`src/hdft_pkg.sv`:
```
`timescale 1ns / 1ps
// ----------------------------------------------------------------------------
// Hill decrypt package
// Shared types, letter codes and the mod-26 reduction used by the datapath.
// ----------------------------------------------------------------------------
package hdft_pkg;

    localparam int LETTER_W = 5;
    localparam int ADDR_W   = 4;
    localparam int DATA_W   = 32;

    localparam logic [LETTER_W-1:0] LET_E = 5'd4;
    localparam logic [LETTER_W-1:0] LET_T = 5'd19;
    localparam logic [LETTER_W-1:0] LET_X = 5'd23;
    localparam logic [LETTER_W-1:0] LET_Z = 5'd25;

    // Register indexes taken from paddr[3:2].
    localparam logic [1:0] REG_K00 = 2'd0;
    localparam logic [1:0] REG_K01 = 2'd1;
    localparam logic [1:0] REG_K10 = 2'd2;
    localparam logic [1:0] REG_K11 = 2'd3;

    typedef struct packed {
        logic [LETTER_W-1:0] k00;
        logic [LETTER_W-1:0] k01;
        logic [LETTER_W-1:0] k10;
        logic [LETTER_W-1:0] k11;
    } t_key;

    typedef struct packed {
        logic [LETTER_W-1:0] plain_first;
        logic [LETTER_W-1:0] plain_second;
        logic                last_pair;
        logic [1:0]          hit_t;
        logic [1:0]          hit_e;
        logic [1:0]          hit_z;
        logic [1:0]          hit_x;
    } t_letter_req;

    // Reduces a sum of two 5x5 products (at most 1922) modulo 26.
    // The quotient comes from a multiply by 2521/65536, which is exact below 2048.
    function automatic logic [LETTER_W-1:0] mod26(input logic [10:0] x);
        logic [22:0] prod;
        logic [6:0]  quo;
        logic [10:0] rem;
        prod = {12'd0, x} * 23'd2521;
        quo  = prod[22:16];
        rem  = x - 11'({4'd0, quo} * 11'd26);
        return rem[LETTER_W-1:0];
    endfunction

    function automatic logic [1:0] hits(input logic [LETTER_W-1:0] a,
                                        input logic [LETTER_W-1:0] b,
                                        input logic [LETTER_W-1:0] letter);
        return {1'b0, (a == letter)} + {1'b0, (b == letter)};
    endfunction

endpackage

```
`src/hdft_if.sv`:
```
`timescale 1ns / 1ps
// ----------------------------------------------------------------------------
// Hill decrypt channels
// Valid/ready channels for ciphertext pairs and decrypted results.
// ----------------------------------------------------------------------------
interface hdft_pair_if;
    logic       valid;
    logic       ready;
    logic [4:0] cipher_first;
    logic [4:0] cipher_second;
    logic       last_pair;

    modport source (output valid, output cipher_first, output cipher_second,
                    output last_pair, input ready);
    modport sink   (input valid, input cipher_first, input cipher_second,
                    input last_pair, output ready);
endinterface

interface hdft_plain_if;
    logic       valid;
    logic       ready;
    logic [4:0] plain_first;
    logic [4:0] plain_second;
    logic       verdict_valid;
    logic       looks_english;

    modport source (output valid, output plain_first, output plain_second,
                    output verdict_valid, output looks_english, input ready);
    modport sink   (input valid, input plain_first, input plain_second,
                    input verdict_valid, input looks_english, output ready);
endinterface

```
`src/hdft_cfg.sv`:
```
`timescale 1ns / 1ps
// ----------------------------------------------------------------------------
// Hill decrypt key registers
// APB-style register file holding the four 2x2 key matrix entries.
// ----------------------------------------------------------------------------
module hdft_cfg (
    input  logic                        i_clk,
    input  logic                        i_rst_n,
    input  logic                        psel,
    input  logic                        penable,
    input  logic                        pwrite,
    input  logic [hdft_pkg::ADDR_W-1:0] paddr,
    input  logic [hdft_pkg::DATA_W-1:0] pwdata,
    output logic [hdft_pkg::DATA_W-1:0] prdata,
    output logic                        pready,
    output hdft_pkg::t_key              o_key
);
    import hdft_pkg::*;

    t_key                r_key;
    logic                wr_en;
    logic [1:0]          reg_idx;
    logic [LETTER_W-1:0] rd_val;

    assign pready  = 1'b1;
    assign reg_idx = paddr[3:2];
    assign wr_en   = psel && penable && pwrite && pready;

    always_ff @(posedge i_clk) begin
        if (!i_rst_n) begin
            r_key.k00 <= 5'd1;
            r_key.k01 <= 5'd0;
            r_key.k10 <= 5'd0;
            r_key.k11 <= 5'd1;
        end else if (wr_en) begin
            case (reg_idx)
                REG_K00: r_key.k00 <= pwdata[LETTER_W-1:0];
                REG_K01: r_key.k01 <= pwdata[LETTER_W-1:0];
                REG_K10: r_key.k10 <= pwdata[LETTER_W-1:0];
                REG_K11: r_key.k11 <= pwdata[LETTER_W-1:0];
                default: r_key <= r_key;
            endcase
        end
    end

    always_comb begin
        case (reg_idx)
            REG_K00: rd_val = r_key.k00;
            REG_K01: rd_val = r_key.k01;
            REG_K10: rd_val = r_key.k10;
            REG_K11: rd_val = r_key.k11;
            default: rd_val = '0;
        endcase
    end

    assign prdata = {{(DATA_W-LETTER_W){1'b0}}, rd_val};
    assign o_key  = r_key;

`ifndef NO_ASSERTIONS
    property p_write_lands;
        @(posedge i_clk) disable iff (!i_rst_n)
        (wr_en && reg_idx == REG_K00) |=> (r_key.k00 == $past(pwdata[LETTER_W-1:0]));
    endproperty
    a_write_lands: assert property (p_write_lands)
        else $error("key entry not updated by write");
`endif

endmodule

```
`src/hdft_mix.sv`:
```
`timescale 1ns / 1ps
// ----------------------------------------------------------------------------
// Hill decrypt matrix stage
// Registers the ciphertext pair, multiplies it by the key mod 26 and flags
// the letters that the frequency test counts.
// ----------------------------------------------------------------------------
module hdft_mix (
    input  logic                  i_clk,
    input  logic                  i_rst_n,
    input  hdft_pkg::t_key        i_key,
    hdft_pair_if.sink             i_pair,
    output hdft_pkg::t_letter_req o_req,
    output logic                  o_req_valid,
    input  logic                  i_req_ready
);
    import hdft_pkg::*;

    logic                r_s1_valid;
    logic [LETTER_W-1:0] r_p;
    logic [LETTER_W-1:0] r_q;
    logic                r_last;
    logic                r_s2_valid;
    t_letter_req         r_s2;
    t_letter_req         n_s2;
    logic                s1_ready;
    logic                s2_ready;
    logic [10:0]         sum_first;
    logic [10:0]         sum_second;

    assign s2_ready     = !r_s2_valid || i_req_ready;
    assign s1_ready     = !r_s1_valid || s2_ready;
    assign i_pair.ready = s1_ready;

    always_ff @(posedge i_clk) begin
        if (!i_rst_n) begin
            r_s1_valid <= 1'b0;
        end else if (s1_ready) begin
            r_s1_valid <= i_pair.valid;
        end
    end

    always_ff @(posedge i_clk) begin
        if (s1_ready && i_pair.valid) begin
            r_p    <= i_pair.cipher_first;
            r_q    <= i_pair.cipher_second;
            r_last <= i_pair.last_pair;
        end
    end

    // Row vector [p q] times the key matrix.
    always_comb begin
        sum_first  = 11'({5'd0, r_p} * {5'd0, i_key.k00}) +
                     11'({5'd0, r_q} * {5'd0, i_key.k10});
        sum_second = 11'({5'd0, r_p} * {5'd0, i_key.k01}) +
                     11'({5'd0, r_q} * {5'd0, i_key.k11});
        n_s2.plain_first  = mod26(sum_first);
        n_s2.plain_second = mod26(sum_second);
        n_s2.last_pair    = r_last;
        n_s2.hit_t = hits(n_s2.plain_first, n_s2.plain_second, LET_T);
        n_s2.hit_e = hits(n_s2.plain_first, n_s2.plain_second, LET_E);
        n_s2.hit_z = hits(n_s2.plain_first, n_s2.plain_second, LET_Z);
        n_s2.hit_x = hits(n_s2.plain_first, n_s2.plain_second, LET_X);
    end

    always_ff @(posedge i_clk) begin
        if (!i_rst_n) begin
            r_s2_valid <= 1'b0;
        end else if (s2_ready) begin
            r_s2_valid <= r_s1_valid;
        end
    end

    always_ff @(posedge i_clk) begin
        if (s2_ready && r_s1_valid) begin
            r_s2 <= n_s2;
        end
    end

    assign o_req       = r_s2;
    assign o_req_valid = r_s2_valid;

`ifndef NO_ASSERTIONS
    property p_letters_in_range;
        @(posedge i_clk) disable iff (!i_rst_n)
        r_s2_valid |-> (r_s2.plain_first < 5'd26 && r_s2.plain_second < 5'd26);
    endproperty
    a_letters_in_range: assert property (p_letters_in_range)
        else $error("decrypted letter out of range");

    property p_stalled_hold;
        @(posedge i_clk) disable iff (!i_rst_n)
        (r_s2_valid && !i_req_ready) |=> (r_s2_valid && $stable(r_s2));
    endproperty
    a_stalled_hold: assert property (p_stalled_hold)
        else $error("letter stage changed while stalled");
`endif

endmodule

```
`src/hdft_freq.sv`:
```
`timescale 1ns / 1ps
// ----------------------------------------------------------------------------
// Hill decrypt frequency test
// Saturating letter counters, the English verdict on the last pair and the
// result register.
// ----------------------------------------------------------------------------
module hdft_freq #(
    parameter int MAX_LETTERS = 4096
) (
    input  logic                  i_clk,
    input  logic                  i_rst_n,
    input  hdft_pkg::t_letter_req i_req,
    input  logic                  i_req_valid,
    output logic                  o_req_ready,
    hdft_plain_if.source          o_plain
);
    import hdft_pkg::*;

    localparam int CW = $clog2(MAX_LETTERS + 1);
    localparam int PW = CW + 7;
    localparam logic [CW:0] MAX_V = (CW+1)'(MAX_LETTERS);

    logic [CW-1:0]       r_cnt_t;
    logic [CW-1:0]       r_cnt_e;
    logic [CW-1:0]       r_cnt_z;
    logic [CW-1:0]       r_cnt_x;
    logic [CW-1:0]       r_total;
    logic [CW-1:0]       n_cnt_t;
    logic [CW-1:0]       n_cnt_e;
    logic [CW-1:0]       n_cnt_z;
    logic [CW-1:0]       n_cnt_x;
    logic [CW-1:0]       n_total;
    logic                r_valid;
    logic [LETTER_W-1:0] r_plain_first;
    logic [LETTER_W-1:0] r_plain_second;
    logic                r_verdict_valid;
    logic                r_looks_english;
    logic                take;
    logic                english;

    function automatic logic [CW-1:0] sat_add(input logic [CW-1:0] c,
                                              input logic [1:0] inc);
        logic [CW:0] s;
        s = {1'b0, c} + (CW+1)'(inc);
        if (s > MAX_V) begin
            s = MAX_V;
        end
        return s[CW-1:0];
    endfunction

    assign o_req_ready = !r_valid || o_plain.ready;
    assign take        = i_req_valid && o_req_ready;

    always_comb begin
        n_cnt_t = sat_add(r_cnt_t, i_req.hit_t);
        n_cnt_e = sat_add(r_cnt_e, i_req.hit_e);
        n_cnt_z = sat_add(r_cnt_z, i_req.hit_z);
        n_cnt_x = sat_add(r_cnt_x, i_req.hit_x);
        n_total = sat_add(r_total, 2'd2);
        // Percent thresholds as exact cross-multiplication against the total.
        english = (PW'(n_cnt_t) * PW'(100) > PW'(n_total) * PW'(6)) &&
                  (PW'(n_cnt_e) * PW'(100) > PW'(n_total) * PW'(8)) &&
                  (PW'(n_cnt_z) * PW'(100) < PW'(n_total) * PW'(2)) &&
                  (PW'(n_cnt_x) * PW'(100) < PW'(n_total) * PW'(2));
    end

    always_ff @(posedge i_clk) begin
        if (!i_rst_n) begin
            r_cnt_t <= '0;
            r_cnt_e <= '0;
            r_cnt_z <= '0;
            r_cnt_x <= '0;
            r_total <= '0;
            r_valid <= 1'b0;
        end else begin
            if (take) begin
                if (i_req.last_pair) begin
                    r_cnt_t <= '0;
                    r_cnt_e <= '0;
                    r_cnt_z <= '0;
                    r_cnt_x <= '0;
                    r_total <= '0;
                end else begin
                    r_cnt_t <= n_cnt_t;
                    r_cnt_e <= n_cnt_e;
                    r_cnt_z <= n_cnt_z;
                    r_cnt_x <= n_cnt_x;
                    r_total <= n_total;
                end
            end
            if (o_req_ready) begin
                r_valid <= i_req_valid;
            end
        end
    end

    always_ff @(posedge i_clk) begin
        if (take) begin
            r_plain_first   <= i_req.plain_first;
            r_plain_second  <= i_req.plain_second;
            r_verdict_valid <= i_req.last_pair;
            r_looks_english <= i_req.last_pair && english;
        end
    end

    assign o_plain.valid         = r_valid;
    assign o_plain.plain_first   = r_plain_first;
    assign o_plain.plain_second  = r_plain_second;
    assign o_plain.verdict_valid = r_verdict_valid;
    assign o_plain.looks_english = r_looks_english;

`ifndef NO_ASSERTIONS
    property p_verdict_gated;
        @(posedge i_clk) disable iff (!i_rst_n)
        r_valid |-> (!r_looks_english || r_verdict_valid);
    endproperty
    a_verdict_gated: assert property (p_verdict_gated)
        else $error("verdict raised on a pair that is not last");

    property p_clear_after_last;
        @(posedge i_clk) disable iff (!i_rst_n)
        (take && i_req.last_pair) |=> (r_total == '0 && r_cnt_t == '0);
    endproperty
    a_clear_after_last: assert property (p_clear_after_last)
        else $error("counters not cleared after the last pair");

    property p_count_bound;
        @(posedge i_clk) disable iff (!i_rst_n)
        ({1'b0, r_total} <= MAX_V) && (r_cnt_t <= r_total) && (r_cnt_e <= r_total);
    endproperty
    a_count_bound: assert property (p_count_bound)
        else $error("letter counter beyond limit or above total");
`endif

endmodule

```
`src/hill_decrypt_with_frequency_test_unit.sv`:
```
`timescale 1ns / 1ps
// ----------------------------------------------------------------------------
// Hill decrypt with frequency test
// 2x2 Hill cipher decryption mod 26 with an English letter-frequency verdict
// given on the last pair of each message.
// ----------------------------------------------------------------------------
//  channel   direction  kind        contents
//  i_pair    in         valid/ready cipher_first, cipher_second, last_pair
//  o_plain   out        valid/ready plain_first, plain_second, verdict_valid,
//                                   looks_english
//  APB       in/out     psel/penable four 5-bit key entries at 0x0..0xC
//
// One request is accepted every cycle unless a stalled output has filled the
// pipeline; each result passes through every stage below before o_plain shows it.
// The depth is set by the input register, the matrix/mod-26 stage and the
// counter/verdict stage with its result register.
// Reset loads the identity key and clears all counters and valid flags.
// Each stage holds its request while the next stage is full, so a stalled
// output fills the pipeline before the input ready falls.
// ----------------------------------------------------------------------------
module hill_decrypt_with_frequency_test_unit #(
    parameter int MAX_LETTERS = 4096
) (
    input  logic                        i_clk,
    input  logic                        i_rst_n,
    hdft_pair_if.sink                   i_pair,
    hdft_plain_if.source                o_plain,
    input  logic                        psel,
    input  logic                        penable,
    input  logic                        pwrite,
    input  logic [hdft_pkg::ADDR_W-1:0] paddr,
    input  logic [hdft_pkg::DATA_W-1:0] pwdata,
    output logic [hdft_pkg::DATA_W-1:0] prdata,
    output logic                        pready
);
    import hdft_pkg::*;

    t_key        key;
    t_letter_req req;
    logic        req_valid;
    logic        req_ready;

    hdft_cfg u_cfg (
        .i_clk   (i_clk),
        .i_rst_n (i_rst_n),
        .psel    (psel),
        .penable (penable),
        .pwrite  (pwrite),
        .paddr   (paddr),
        .pwdata  (pwdata),
        .prdata  (prdata),
        .pready  (pready),
        .o_key   (key)
    );

    hdft_mix u_mix (
        .i_clk       (i_clk),
        .i_rst_n     (i_rst_n),
        .i_key       (key),
        .i_pair      (i_pair),
        .o_req       (req),
        .o_req_valid (req_valid),
        .i_req_ready (req_ready)
    );

    hdft_freq #(
        .MAX_LETTERS (MAX_LETTERS)
    ) u_freq (
        .i_clk       (i_clk),
        .i_rst_n     (i_rst_n),
        .i_req       (req),
        .i_req_valid (req_valid),
        .o_req_ready (req_ready),
        .o_plain     (o_plain)
    );

endmodule

```
`src/flat_wrapper.sv`:
```
// flat-port wrapper written by rule: the top's interface ports become plain ports
module hill_decrypt_with_frequency_test_unit_flat import hdft_pkg::*;
#(
    parameter int MAX_LETTERS = 4096
)
  (i_clk, i_rst_n, psel, penable, pwrite, paddr, pwdata, prdata, pready, i_pair_valid, i_pair_cipher_first, i_pair_cipher_second, i_pair_last_pair, i_pair_ready, o_plain_valid, o_plain_plain_first, o_plain_plain_second, o_plain_verdict_valid, o_plain_looks_english, o_plain_ready);
  hdft_pair_if i_pair_i ();
  hdft_plain_if o_plain_i ();
  input  logic i_clk;
  input  logic i_rst_n;
  input  logic psel;
  input  logic penable;
  input  logic pwrite;
  input  logic [hdft_pkg::ADDR_W-1:0] paddr;
  input  logic [hdft_pkg::DATA_W-1:0] pwdata;
  output logic [hdft_pkg::DATA_W-1:0] prdata;
  output logic pready;
  input wire logic [$bits(i_pair_i.valid)-1:0] i_pair_valid;
  input wire logic [$bits(i_pair_i.cipher_first)-1:0] i_pair_cipher_first;
  input wire logic [$bits(i_pair_i.cipher_second)-1:0] i_pair_cipher_second;
  input wire logic [$bits(i_pair_i.last_pair)-1:0] i_pair_last_pair;
  output wire logic [$bits(i_pair_i.ready)-1:0] i_pair_ready;
  output wire logic [$bits(o_plain_i.valid)-1:0] o_plain_valid;
  output wire logic [$bits(o_plain_i.plain_first)-1:0] o_plain_plain_first;
  output wire logic [$bits(o_plain_i.plain_second)-1:0] o_plain_plain_second;
  output wire logic [$bits(o_plain_i.verdict_valid)-1:0] o_plain_verdict_valid;
  output wire logic [$bits(o_plain_i.looks_english)-1:0] o_plain_looks_english;
  input wire logic [$bits(o_plain_i.ready)-1:0] o_plain_ready;
  assign i_pair_i.valid = i_pair_valid;
  assign i_pair_i.cipher_first = i_pair_cipher_first;
  assign i_pair_i.cipher_second = i_pair_cipher_second;
  assign i_pair_i.last_pair = i_pair_last_pair;
  assign i_pair_ready = i_pair_i.ready;
  assign o_plain_valid = o_plain_i.valid;
  assign o_plain_plain_first = o_plain_i.plain_first;
  assign o_plain_plain_second = o_plain_i.plain_second;
  assign o_plain_verdict_valid = o_plain_i.verdict_valid;
  assign o_plain_looks_english = o_plain_i.looks_english;
  assign o_plain_i.ready = o_plain_ready;
  hill_decrypt_with_frequency_test_unit #(.MAX_LETTERS(MAX_LETTERS)) u_core (.i_clk(i_clk), .i_rst_n(i_rst_n), .i_pair(i_pair_i), .o_plain(o_plain_i), .psel(psel), .penable(penable), .pwrite(pwrite), .paddr(paddr), .pwdata(pwdata), .prdata(prdata), .pready(pready));
endmodule
```
`config.mk`:
```
export PLATFORM = sky130hd
export DESIGN_NAME = hill_decrypt_with_frequency_test_unit_flat
export DESIGN_NICKNAME = d
export VERILOG_FILES = /design/src/hdft_pkg.sv /design/src/hdft_if.sv /design/src/hdft_cfg.sv /design/src/hdft_mix.sv /design/src/hdft_freq.sv /design/src/hill_decrypt_with_frequency_test_unit.sv /design/src/flat_wrapper.sv
export SDC_FILE = /design/constraint.sdc
export NUM_CORES = 1
export LEC_CHECK = 0
export BUFFER_PORTS_ARGS = -buffer_cell sky130_fd_sc_hd__buf_2
export CAP_MARGIN = 20
export CORE_MARGIN = 2
export CORE_UTILIZATION = 35
export CTS_CLUSTER_SIZE = 28
export DETAILED_ROUTE_END_ITERATION = 12
export GPL_TIMING_DRIVEN = 0
export SLEW_MARGIN = 5
export SYNTH_ARGS = -nofsm -noshare
export SYNTH_HDL_FRONTEND = slang
export SYNTH_SLANG_ARGS = --single-unit
```
`constraint.sdc`:
```
create_clock -name i_clk -period 29.9 [get_ports i_clk]
set_input_delay 2.99 -clock i_clk [delete_from_list [all_inputs] [get_ports i_clk]]
set_output_delay 2.99 -clock i_clk [all_outputs]
set_load 0.005 [all_outputs]
```
Yosys cells after proc, flatten, opt, wreduce, memory -nomap -nowiden
Cells that the tools add are included.
{"block": "totals", "regBits": 130, "in_bits": 54, "output_inout_bits": 47}
{"block": "op_classes", "add_sub_neg": 13, "multipliers": 13, "n_lt_le_gt_ge": 9, "n_eq_ne": 11, "muxes": 11, "n_reduce_logical": 20}
{"operator": "$mux W13", "n": 10}
{"operator": "$mul A13 B5 Y18 const B", "n": 4}
{"operator": "$gt A14 B13 Y1 const B", "n": 5}
{"operator": "$add A13 B2 Y14", "n": 4}
{"operator": "$mul A11 B12 Y23 const B", "n": 2}
{"operator": "$gt A20 B16 Y1", "n": 2}
{"operator": "$lt A20 B14 Y1", "n": 2}
{"operator": "$mul A5 B5 Y10", "n": 4}
{"operator": "$eq A5 B5 Y1 const B", "n": 6}
{"operator": "$add A10 B10 Y11", "n": 2}
{"operator": "$pmux W5 S4", "n": 1}
{"operator": "$mul A13 B2 Y15 const B", "n": 1}
{"operator": "$add A13 B2 Y14 const B", "n": 1}
{"operator": "$mul A7 B4 Y4 const B", "n": 2}
{"operator": "$eq A5 B3 Y1 const B", "n": 2}
{"operator": "$sub A5 B5 Y5", "n": 2}
{"operator": "$logic_and A1 B1 Y1", "n": 9}
{"operator": "$add A1 B1 Y2", "n": 4}
{"operator": "$reduce_and A2 Y1", "n": 4}
{"operator": "$eq A2 B2 Y1 const B", "n": 2}
{"operator": "$logic_not A1 Y1", "n": 3}
{"operator": "$logic_or A1 B1 Y1", "n": 3}
{"operator": "$eq A2 B1 Y1 const B", "n": 1}
{"operator": "$logic_not A2 Y1", "n": 1}

Depth between registers and ports, before layout
Gate-level depths: netlist (run 1).
{"block": "logic_depth", "ltp_word": 9, "depth_mapped": 48, "ltp_nobuf": 47}

Modules after synthesis
From an unflattened synthesis (run 1), not the netlist that was laid out.
{"block": "unflattened", "cells_unflattened": 2402, "area_unflattened_um2": 21389.3}
{"module": "hdft_freq", "n_inst": 1, "cells_each": 1421, "area_per_inst_um2": 11468.5, "seq_area_each_um2": 1681.6}
{"module": "hdft_mix", "n_inst": 1, "cells_each": 869, "area_per_inst_um2": 8794.7, "seq_area_each_um2": 940.9}
{"module": "hdft_cfg", "n_inst": 1, "cells_each": 112, "area_per_inst_um2": 1126.1, "seq_area_each_um2": 400.4}

Worst setup path before layout (run 1)
No wires, ideal clock.
{"block": "synth_timing", "kind": "register to register", "from": "reg u_core.u_mix.r_p[0]", "to": "reg u_core.u_mix.r_s2, in the netlist u_core.u_mix.o_req[4], data pin", "setup_ps": 261, "arrival_ps": 10547, "required_ps": 29639, "slack_ps": 19092, "path_stages_with_launch": 46, "synth_period_minus_slack_ps": 10808, "path_cell_list": "edfxtp_1 clkbuf_1 nand2_1 fa_1 inv_1 fa_1 inv_1 fa_1 fa_1 inv_1 fa_1 ha_1 nor2b_1 o31a_1 o41ai_2 o21bai_1 a21oi_1 xor2_1 [10 not listed] a221oi_1 o21ai_1 a21oi_2 nor2b_1 nor2_1 xnor2_1 ha_1 inv_1 ha_1 a21oi_1 o21ai_0 xnor2_1 xnor2_1 xnor2_1 xnor3_1 xnor2_1 and4_1 ha_1"}
{"item": "start, declared", "line_no": "hdft_mix.sv:19", "rtl": "logic [LETTER_W-1:0] r_p;"}
{"item": "start signal, assigned", "line_no": "hdft_mix.sv:44", "rtl": "r_p <= i_pair.cipher_first;"}
{"item": "end signal, assigned", "line_no": "hdft_mix.sv:75", "rtl": "r_s2 <= n_s2;"}
{"item": "end, declared", "line_no": "hdft_mix.sv:23", "rtl": "t_letter_req r_s2;"}

==> results of run 1 <==
-- cells by family (layout without fill, tap and decap cells) --
group                    count (synthesis)  in the layout  synth area share, %
AO/OA/AOI/OAI                          382            382                12.24
XOR/XNOR                               144            144                5.996
adder cells (fa/ha/maj)                614            614                41.47
buffers and inverters                  496            571                9.301
flip-flops                             130            130                13.98
multiplexers                            35             35                1.956
other                                    2             28              0.03474
AND/OR/NAND/NOR                        620            620                15.01
-- power groups by stage --
stage	combinational, uW	clock [uW]	sequential (uW)
after floorplan	303	0	205
after global placement	389	0	208
after detailed placement	405	0	208
after CTS	410	219	204
after global routing	470	226	205
final	405	215	204
-- routing by layer --
metal  vias to the layer above  routed length (um)
li1                       8320                   -
met1                      8178               23140
met2                       275               24110
met3                        51                1813
met4                         2                 928
met5                         -                  13
-- per-stage QoR --
step,area [um^2],hold WS (ns),cells
after floorplan,21720,0.4003,2449
after global placement,22910,0.4081,3280
after detailed placement,22930,0.4068,3281
after CTS,23520,0.4256,3313
after global routing,23520,0.4301,3314
final,23520,0.4230,3314
-- cell type report --
| class | count | area [um^2] |
|---|---|---|
| Sequential cell | 130 | 3023 |
| Multi-Input combinational cell | 1823 | 16690 |
| Timing Repair Buffer | 43 | 227.7 |
| Buffer | 86 | 473.0 |
| Fill cell | 6220 | 37850 |
| Clock inverter | 15 | 161.4 |
| Clock buffer | 17 | 425.4 |
| Inverter | 410 | 1539 |
| Tap cell | 790 | 988.4 |
-- synthesized netlist by cell type (12+ instances only) --
library cell | instances | area share (%)
nand3_1 | 32 | 0.74
buf_4 | 32 | 1.1
nand4_1 | 18 | 0.52
nor3_1 | 38 | 0.88
edfxtp_1 | 42 | 5.8
and3_1 | 16 | 0.46
o21ai_1 | 26 | 0.60
ha_1 | 443 | 26
xor2_1 | 42 | 1.7
a211oi_1 | 14 | 0.49
or2_2 | 20 | 0.58
nor2b_1 | 20 | 0.58
dfxtp_1 | 88 | 8.1
fa_1 | 171 | 16
o21ai_0 | 45 | 1.0
a21oi_1 | 81 | 1.9
nand2_1 | 104 | 1.8
o21a_1 | 22 | 0.76
xnor2_1 | 99 | 4.0
a31oi_1 | 14 | 0.41
a21o_1 | 34 | 1.2
nor2_1 | 190 | 3.3
a22oi_1 | 33 | 1.1
and2_1 | 79 | 2.3
o21bai_1 | 12 | 0.42
mux2i_1 | 25 | 1.2
nand3b_1 | 13 | 0.45
inv_1 | 401 | 7.0
nand2b_1 | 20 | 0.58
clkbuf_1 | 40 | 0.69
-- cells in the final DEF, fill, tap and decap left out, types with 22 or more instances in the layout --
cell,n
ha_1,443
inv_1,401
nor2_1,190
fa_1,171
nand2_1,104
xnor2_1,99
dfxtp_1,88
a21oi_1,81
and2_1,79
buf_2,52
o21ai_0,45
xor2_1,42
edfxtp_1,42
clkbuf_1,39
nor3_1,38
a21o_1,34
a22oi_1,33
nand3_1,32
buf_4,32
conb_1,28
o21ai_1,26
mux2i_1,25
o21a_1,22
-- worst register-to-register path, delay by kind of cell, from the launching register on --
family	cells	cell delay, ns
adder cells (fa/ha/maj)	15	6.67
XOR/XNOR	7	1.89
buffers and inverters	7	0.72
flip-flops	1	0.34
AO/OA/AOI/OAI	4	0.91
AND/OR/NAND/NOR	8	1.92
-- registers in the layout (all words and copies together), names as in the netlist --
name	flops
u_core.u_cfg.o_key	20
u_core.u_freq.o_plain.looks_english	1
u_core.u_freq.o_plain.plain_first	5
u_core.u_freq.o_plain.plain_second	5
u_core.u_freq.o_plain.valid	1
u_core.u_freq.o_plain.verdict_valid	1
u_core.u_freq.r_cnt_e	13
u_core.u_freq.r_cnt_t	13
u_core.u_freq.r_cnt_x	13
u_core.u_freq.r_cnt_z	13
u_core.u_freq.r_total	13
u_core.u_mix.o_req	19
u_core.u_mix.o_req_valid	1
u_core.u_mix.r_last	1
u_core.u_mix.r_p	5
u_core.u_mix.r_q	5
u_core.u_mix.r_s1_valid	1
-- path summary, 6_finish.rpt --
| kind | start | to | slack (ns) |
|---|---|---|---|
| setup / recovery | u_core.u_mix.r_p[0] | u_core.u_mix.o_req[0] | 17.17 |
| hold / removal | u_core.u_mix.o_req[18] | u_core.u_freq.o_plain.plain_first[4] | 0.42 |
| setup reg to reg | u_core.u_mix.r_p[0] | u_core.u_mix.o_req[0] | 17.17 |
| hold reg to reg | u_core.u_mix.o_req[18] | u_core.u_freq.o_plain.plain_first[4] | 0.42 |
==> impl_metrics.py, run 1 <==
metrics = {
    "outcome": {
        "run_status": "completed",
    },
    "yosys": {
        "async_flop_share_pct": 0,
        "ys.flop_type": "dfxtp_1",
        "synth_seq_cells": 130,
        "synth_edf_count": 42,
        "yosysWarnings": 0,
        "syn_avg_cell_area_um2": 8.922,
        "synthDistinctLibCells": 100,
        "synth_area_um2": 21620,
        "synth_cells": 2423,
        "ys_seq_area_share_pct": 13.98,
    },
    "die": {
        "initial_utilization_pct": 35.23,
        "ios": 101,
        "die-height_um": 252.5,
        "core.rowCount": 91,
        "core_um2": 61370,
        "die_x_um": 252.5,
        "dieArea_um2": 63770,
    },
    "clocking": {
        "hold_buffers": 0,
        "cts_resized": 0,
        "clkSinkCount": 130,
        "cts_buffer_depth": 2,
        "path_clk_slew_ns": 0.07,
        "htree_levels": 4,
        "cts_root_buf": "clkbuf_16",
        "cts_tree": "done",
        "numCtsBuffers": 17,
        "clock_latency_ns": 0.45,
        "post_cts_buffers": 0,
    },
    "finish": {
        "final_util_pct": 38.33,
        "syn_to_final_growth_pct": 8.815,
        "antennaDiodeCount": 0,
        "fin_nets": 3179,
        "layout-drive-gt1-share_pct": 7.567,
    },
    "setup_path": {
        "arrival_ns": 12.92,
        "crit_path_top_delay_cell": "xnor2_1",
        "worstSetupPathType": "register to register",
        "required_ns": 30.09,
        "worst-path-stages": 41,
        "max_stage_delay_ns": 0.81,
        "r2r_cells": 41,
        "path_delay_family": "adder cells",
        "cp_max_fo": 10,
        "end_kind": "register",
        "crit_top_cell": "fa_1",
        "worst-path-buf-inv": 7,
        "start_kind": "register",
    },
    "timing": {
        "fin_setup_tns_ns": 0,
        "drv_slew": 0,
        "tightest_slew_ns": 1.041,
        "period_share_pct": 42.58,
        "setup_viol": 0,
        "fin_skew_ns": 0.01672,
        "hold_viol_final": 0,
        "fin_crit_ns": 12.73,
        "setup_ws_ns": 17.17,
        "slew_headroom_pct": 30.07,
        "max_freq_mhz": 78.55,
        "rsz0062_at_grt": "false",
    },
    "global_route": {
        "grt_use_met3_pct": 2.039,
        "grt_pass1_wl_um": 84140,
        "grtUsageMet2_pct": 28.30,
        "met1_usage_pct": 20.85,
        "grt_max_degree": 22,
        "grt-busiest-layer": "met2",
        "grt_pass1_vias": 17314,
        "grt.overflow.total": 0,
        "antenna_found_initial": 1,
        "grt_usage_pct": 16.14,
    },
    "pwr": {
        "p_leak_uw": 0.01225,
        "power.switching_uw": 331.4,
        "internal-power_uw": 492.5,
        "power_uw": 823.9,
        "clockPowerShare_pct": 26.1,
        "power_frac_comb_pct": 49.1,
        "switching_share_pct": 40.23,
        "peakVddDrop_v": 0.00005940,
        "powerDensity_nw_per_um2": 35.02,
        "p_seq_share_pct": 24.8,
    },
    "route": {
        "routed_wl_um": 50010,
        "wl_per_cell_um": 15.09,
        "via_count": 16826,
        "dr.pass1.iters": 5,
        "ant_nets": 0,
        "drt_iter0_drc": 711,
        "via_per_inst": 5.077,
        "drc_errors": 0,
    },
    "flow_run": {
        "cap_violations": 0,
    },
    "min_path": {
        "hold_path_depth": 0,
        "hold_path_class": "register to register",
    },
    "placed_design": {
        "routabilityCongestion": 0.8610,
        "dp_hpwl_um": 41320,
        "place_ws_ns": 17.08,
        "numPortBuffers": 41,
    },
}
Note: power is estimated with default switching activity, not from simulation.
==> inputs of run 2 (changes only) <==
- clock period: 29.9 -> 13.2 ns (I/O delays scaled with it)
==> run 2 against run 1 <==
- clock power grew 130%
- setup slack lost 16 ns
- combinational power grew 130%
- sequential share of layout area is essentially flat
- count of clock-buffer cells in the layout is the same
- hold slack is essentially flat
- maximum frequency grew 1.9%
==> impl_metrics.py, run 2 (same netlist as run 1, synthesis figures left out) <==
metrics = {
    "clocking": {
        "post_cts_buffers": 0,
        "clkSinkCount": 130,
        "hold_buffers": 0,
        "htree_levels": 4,
        "cts_root_buf": "clkbuf_16",
        "clock_latency_ns": 0.45,
        "numCtsBuffers": 17,
        "cts_buffer_depth": 2,
        "cts_resized": 0,
        "cts_tree": "done",
        "path_clk_slew_ns": 0.07,
    },
    "finish": {
        "largest_reg_flops": 20,
        "final_common_cell": "ha_1",
        "nFillCells": 6220,
        "final_util_pct": 38.36,
        "antennaDiodeCount": 0,
        "fin_cells": 3313,
        "layout-drive-gt1-share_pct": 7.689,
        "fin_nets": 3178,
        "final_cell_mix": "ha_1, inv_1, nor2_1, fa_1, nand2_1",
        "register_area_um2": 3023,
        "multi_input_area_um2": 16710,
        "syn_to_final_growth_pct": 8.890,
    },
    "setup_path": {
        "end_kind": "register",
        "max_stage_delay_ns": 0.82,
        "cp_max_fo": 10,
        "start_kind": "register",
        "required_ns": 13.39,
        "arrival_ns": 12.68,
        "crit_top_cell": "fa_1",
        "crit_path_top_delay_cell": "xnor2_1",
        "worstSetupPathType": "register to register",
    },
    "timing": {
        "fin_setup_tns_ns": 0,
        "max_freq_mhz": 80.06,
        "tightest_slew_ns": 1.052,
        "setup_viol": 0,
        "rsz0062_at_grt": "false",
        "period_share_pct": 94.63,
        "hold_ws_ns": 0.4230,
        "fin_crit_ns": 12.49,
        "fin_skew_ns": 0.01449,
        "hold_viol_final": 0,
        "drv_slew": 0,
        "slew_headroom_pct": 29.36,
    },
    "die": {
        "die-height_um": 252.5,
        "ios": 101,
        "die_x_um": 252.5,
        "core.rowCount": 91,
        "dieArea_um2": 63770,
        "core_um2": 61370,
        "initial_utilization_pct": 35.23,
    },
    "route": {
        "drt_iter0_drc": 754,
        "ant_nets": 0,
        "via_count": 16826,
        "wl_per_cell_um": 15.10,
        "via_per_inst": 5.079,
        "routed_wl_um": 50040,
        "dr.pass1.iters": 6,
        "drc_errors": 0,
    },
    "placed_design": {
        "dp.cells": 3281,
        "numPortBuffers": 41,
        "dp_hpwl_um": 41320,
        "routabilityCongestion": 0.8610,
    },
    "global_route": {
        "grt_pass1_vias": 17314,
        "grt_max_degree": 22,
        "grt_pass1_wl_um": 84140,
        "grt_usage_pct": 16.14,
        "grt.overflow.total": 0,
        "antenna_found_initial": 1,
    },
    "min_path": {
        "hold_path_class": "register to register",
    },
    "pwr": {
        "switching_share_pct": 40.31,
        "internal-power_uw": 1118,
        "peakVddDrop_v": 0.0001426,
        "p_leak_uw": 0.01225,
        "power.switching_uw": 754.7,
        "power_frac_comb_pct": 49.3,
        "clockPowerShare_pct": 26.0,
        "powerDensity_nw_per_um2": 79.54,
        "p_seq_share_pct": 24.7,
    },
    "flow_run": {
        "cap_violations": 0,
    },
    "outcome": {
        "run_status": "completed",
    },
}
## run 2: per-stage QoR
step	setup WS, ns	cell area (um^2)	power (uW)
floorplan	2.392	21720	1150
finish	0.7088	23540	1872
global placement	0.4976	22910	1353
global route	0.03263	23540	2046
CTS	0.2918	23520	1887
detailed placement	0.3846	22930	1388
## run 2: worst paths after layout
| path | start | to | slack [ns] | cells past startpoint |
|---|---|---|---|---|
| hold reg to reg | u_core.u_mix.o_req[18] | u_core.u_freq.o_plain.plain_first[4] | 0.42 | 0 |
| setup reg to reg | u_core.u_mix.r_p[2] | u_core.u_mix.o_req[4] | 0.71 | 41 |
| hold / removal | u_core.u_mix.o_req[18] | u_core.u_freq.o_plain.plain_first[4] | 0.42 | 0 |
| setup / recovery | u_core.u_mix.r_p[2] | u_core.u_mix.o_req[4] | 0.71 | 41 |
## run 2: routing by layer
| metal | share of wire [%] | track usage [%] | wire [um] | up-vias |
|---|---|---|---|---|
| li1 | - | - | - | 8321 |
| met5 | 0.026 | 0 | 13 | - |
| met4 | 1.9 | 4.243 | 932 | 2 |
| met2 | 48 | 28.30 | 24080 | 302 |
| met3 | 4.0 | 2.039 | 1994 | 55 |
| met1 | 46 | 20.85 | 23020 | 8146 |
## run 2: critical path: cells and delay by family, from the launching register on
family	cells	cell delay, ns
DFF	1	0.32
adders and majority gates	15	6.51
xor gates and xnor gates	7	2.19
buffers and inverters	7	0.78
AOI/OAI and AO/OA	4	0.91
and+or+nand+nor	8	1.48
## run 2: final cells by class
cell class	instances	area share, %
Multi-Input combinational cell	1823	70.97
Sequential cell	130	12.84
Inverter	410	6.538
Tap cell	790	4.199
Buffer	85	1.993
Clock buffer	17	1.807
Timing Repair Buffer	43	0.9674
Clock inverter	15	0.6857
## run 2: power by group through the flow
stage,Combinational [uW],Sequential [uW],Clock [uW]
6_report,923,463,486
2_1_floorplan,686,464,0
3_5_place_dp,918,471,0
5_1_grt,1070,465,512
4_1_cts,929,462,496
3_3_place_gp,882,471,0
==> inputs of run 3 (changes only) <==
- ABC_CLOCK_PERIOD_IN_PS: not set -> 13100
- RECOVER_POWER: not set -> 50
- clock period: 13.2 -> 13.1 ns (I/O delays scaled with it)
==> run 3 against run 2 <==
- critical path depth unchanged
- clock skew increased by 0.0019 ns
- sequential power grew 0.9%
- maximum frequency grew 0.52%
- setup slack got worse by 0.035 ns
- register-to-register slack lost 0.04 ns
- utilization barely moved
==> impl_metrics.py, run 3 (same netlist as run 1, synthesis figures left out) <==
metrics = {
    "timing": {
        "setup_ws_ns": 0.6735,
        "hold_viol_final": 0,
        "period_share_pct": 94.86,
        "fin_crit_ns": 12.43,
        "drv_slew": 0,
        "rsz0062_at_grt": "false",
        "max_freq_mhz": 80.47,
        "hold_ws_ns": 0.4230,
        "slew_headroom_pct": 28.38,
        "fin_skew_ns": 0.01635,
        "fin_setup_tns_ns": 0,
        "setup_viol": 0,
        "tightest_slew_ns": 1.065,
    },
    "clocking": {
        "post_cts_buffers": 0,
        "path_clk_slew_ns": 0.07,
        "cts_resized": 0,
        "hold_buffers": 0,
        "clock_latency_ns": 0.45,
        "htree_levels": 4,
        "clkSinkCount": 130,
        "cts_buffer_depth": 2,
        "cts_root_buf": "clkbuf_16",
        "cts_tree": "done",
        "numCtsBuffers": 17,
    },
    "finish": {
        "nFillCells": 6227,
        "largest_reg_flops": 20,
        "layout-drive-gt1-share_pct": 7.095,
        "final_common_cell": "ha_1",
        "syn_to_final_growth_pct": 8.774,
        "fin_cells": 3313,
        "fin_nets": 3178,
        "antennaDiodeCount": 0,
        "final_cell_mix": "ha_1, inv_1, nor2_1, fa_1, nand2_1",
    },
    "global_route": {
        "grt.overflow.total": 0,
        "grt_max_degree": 22,
        "antenna_found_initial": 1,
        "grt_usage_pct": 16.14,
        "grt_pass1_vias": 17314,
        "grt_pass1_wl_um": 84140,
    },
    "setup_path": {
        "cp_max_fo": 10,
        "crit_top_cell": "fa_1",
        "crit_path_top_delay_cell": "xnor2_1",
        "end_kind": "register",
        "worstSetupPathType": "register to register",
        "required_ns": 13.30,
        "start_kind": "register",
        "arrival_ns": 12.62,
        "max_stage_delay_ns": 0.81,
    },
    "die": {
        "die-height_um": 252.5,
        "core_um2": 61370,
        "core.rowCount": 91,
        "dieArea_um2": 63770,
        "die_x_um": 252.5,
        "ios": 101,
        "initial_utilization_pct": 35.23,
    },
    "pwr": {
        "power_uw": 1893,
        "powerDensity_nw_per_um2": 80.52,
        "power_frac_comb_pct": 49.5,
        "internal-power_uw": 1130,
        "p_seq_share_pct": 24.7,
        "clockPowerShare_pct": 25.8,
        "p_leak_uw": 0.01222,
        "power.switching_uw": 763.3,
        "peakVddDrop_v": 0.00009231,
        "switching_share_pct": 40.31,
    },
    "route": {
        "dr.pass1.iters": 5,
        "ant_nets": 0,
        "drc_errors": 0,
        "via_count": 16785,
        "routed_wl_um": 50010,
        "via_per_inst": 5.066,
        "drt_iter0_drc": 711,
        "wl_per_cell_um": 15.10,
    },
    "placed_design": {
        "place_ws_ns": 0.2846,
        "dp_hpwl_um": 41320,
        "dp.cells": 3281,
        "routabilityCongestion": 0.8610,
        "numPortBuffers": 41,
    },
    "min_path": {
        "hold_path_class": "register to register",
    },
    "outcome": {
        "run_status": "completed",
    },
    "flow_run": {
        "cap_violations": 0,
    },
}
run 3: cell count changes in the layout (fill, tap and decap cells not counted), sizes merged:
cell    delta
buf       -13
clkbuf    +13
run 3: power by group through the flow:
stage | Sequential [uW] | Clock (uW) | Combinational (uW)
2_1_floorplan | 468 | 0 | 691
3_3_place_gp | 475 | 0 | 889
3_5_place_dp | 474 | 0 | 925
4_1_cts | 466 | 499 | 936
5_1_grt | 469 | 516 | 1080
6_report | 467 | 489 | 937
run 3: final cells by class:
class / instances / area [um^2] / share of cell area [%]
multi-input combinational: 1823 / 16710 / 71.06
sequential: 130 / 3023 / 12.86
inverter: 410 / 1539 / 6.545
tap: 790 / 988.4 / 4.203
buffer: 85 / 469.2 / 1.995
clock buffer: 17 / 425.4 / 1.809
timing repair buffer: 43 / 198.9 / 0.8460
clock inverter: 15 / 161.4 / 0.6864
run 3: worst paths after layout:
kind | slack (ns) | depth (start not counted) | to | from
max | 0.67 | 41 | u_core.u_mix.o_req[2] | u_core.u_mix.r_p[1]
min | 0.42 | 0 | u_core.u_freq.o_plain.plain_first[4] | u_core.u_mix.o_req[18]
max reg2reg | 0.67 | 41 | u_core.u_mix.o_req[2] | u_core.u_mix.r_p[1]
min reg2reg | 0.42 | 0 | u_core.u_freq.o_plain.plain_first[4] | u_core.u_mix.o_req[18]
run 3: worst max-delay path, delay by kind of cell (launching register included):
kind,cells,cell delay (ns)
fa+ha+maj,15,6.62
xor+xnor,7,1.90
simple gates,8,1.63
flops,1,0.32
buf+inv,7,0.76
compound gates,4,0.91
run 3: per-layer routing:
layer / vias to the layer above / routed length, um / track usage, % / part of all wire [%]
li1: 8316 / - / - / -
met1: 8133 / 23180 / 20.85 / 46
met2: 285 / 24110 / 28.30 / 48
met3: 49 / 1778 / 2.039 / 3.6
met4: 2 / 932 / 4.243 / 1.9
met5: - / 7 / 0 / 0.014
run 3: through the flow:
step,util [%],cell area (um^2)
after floorplan,-,21720
after detailed placement,37.36,22930
after global routing,38.32,23520
final,38.32,23520
after CTS,38.32,23520
after global placement,37.33,22910
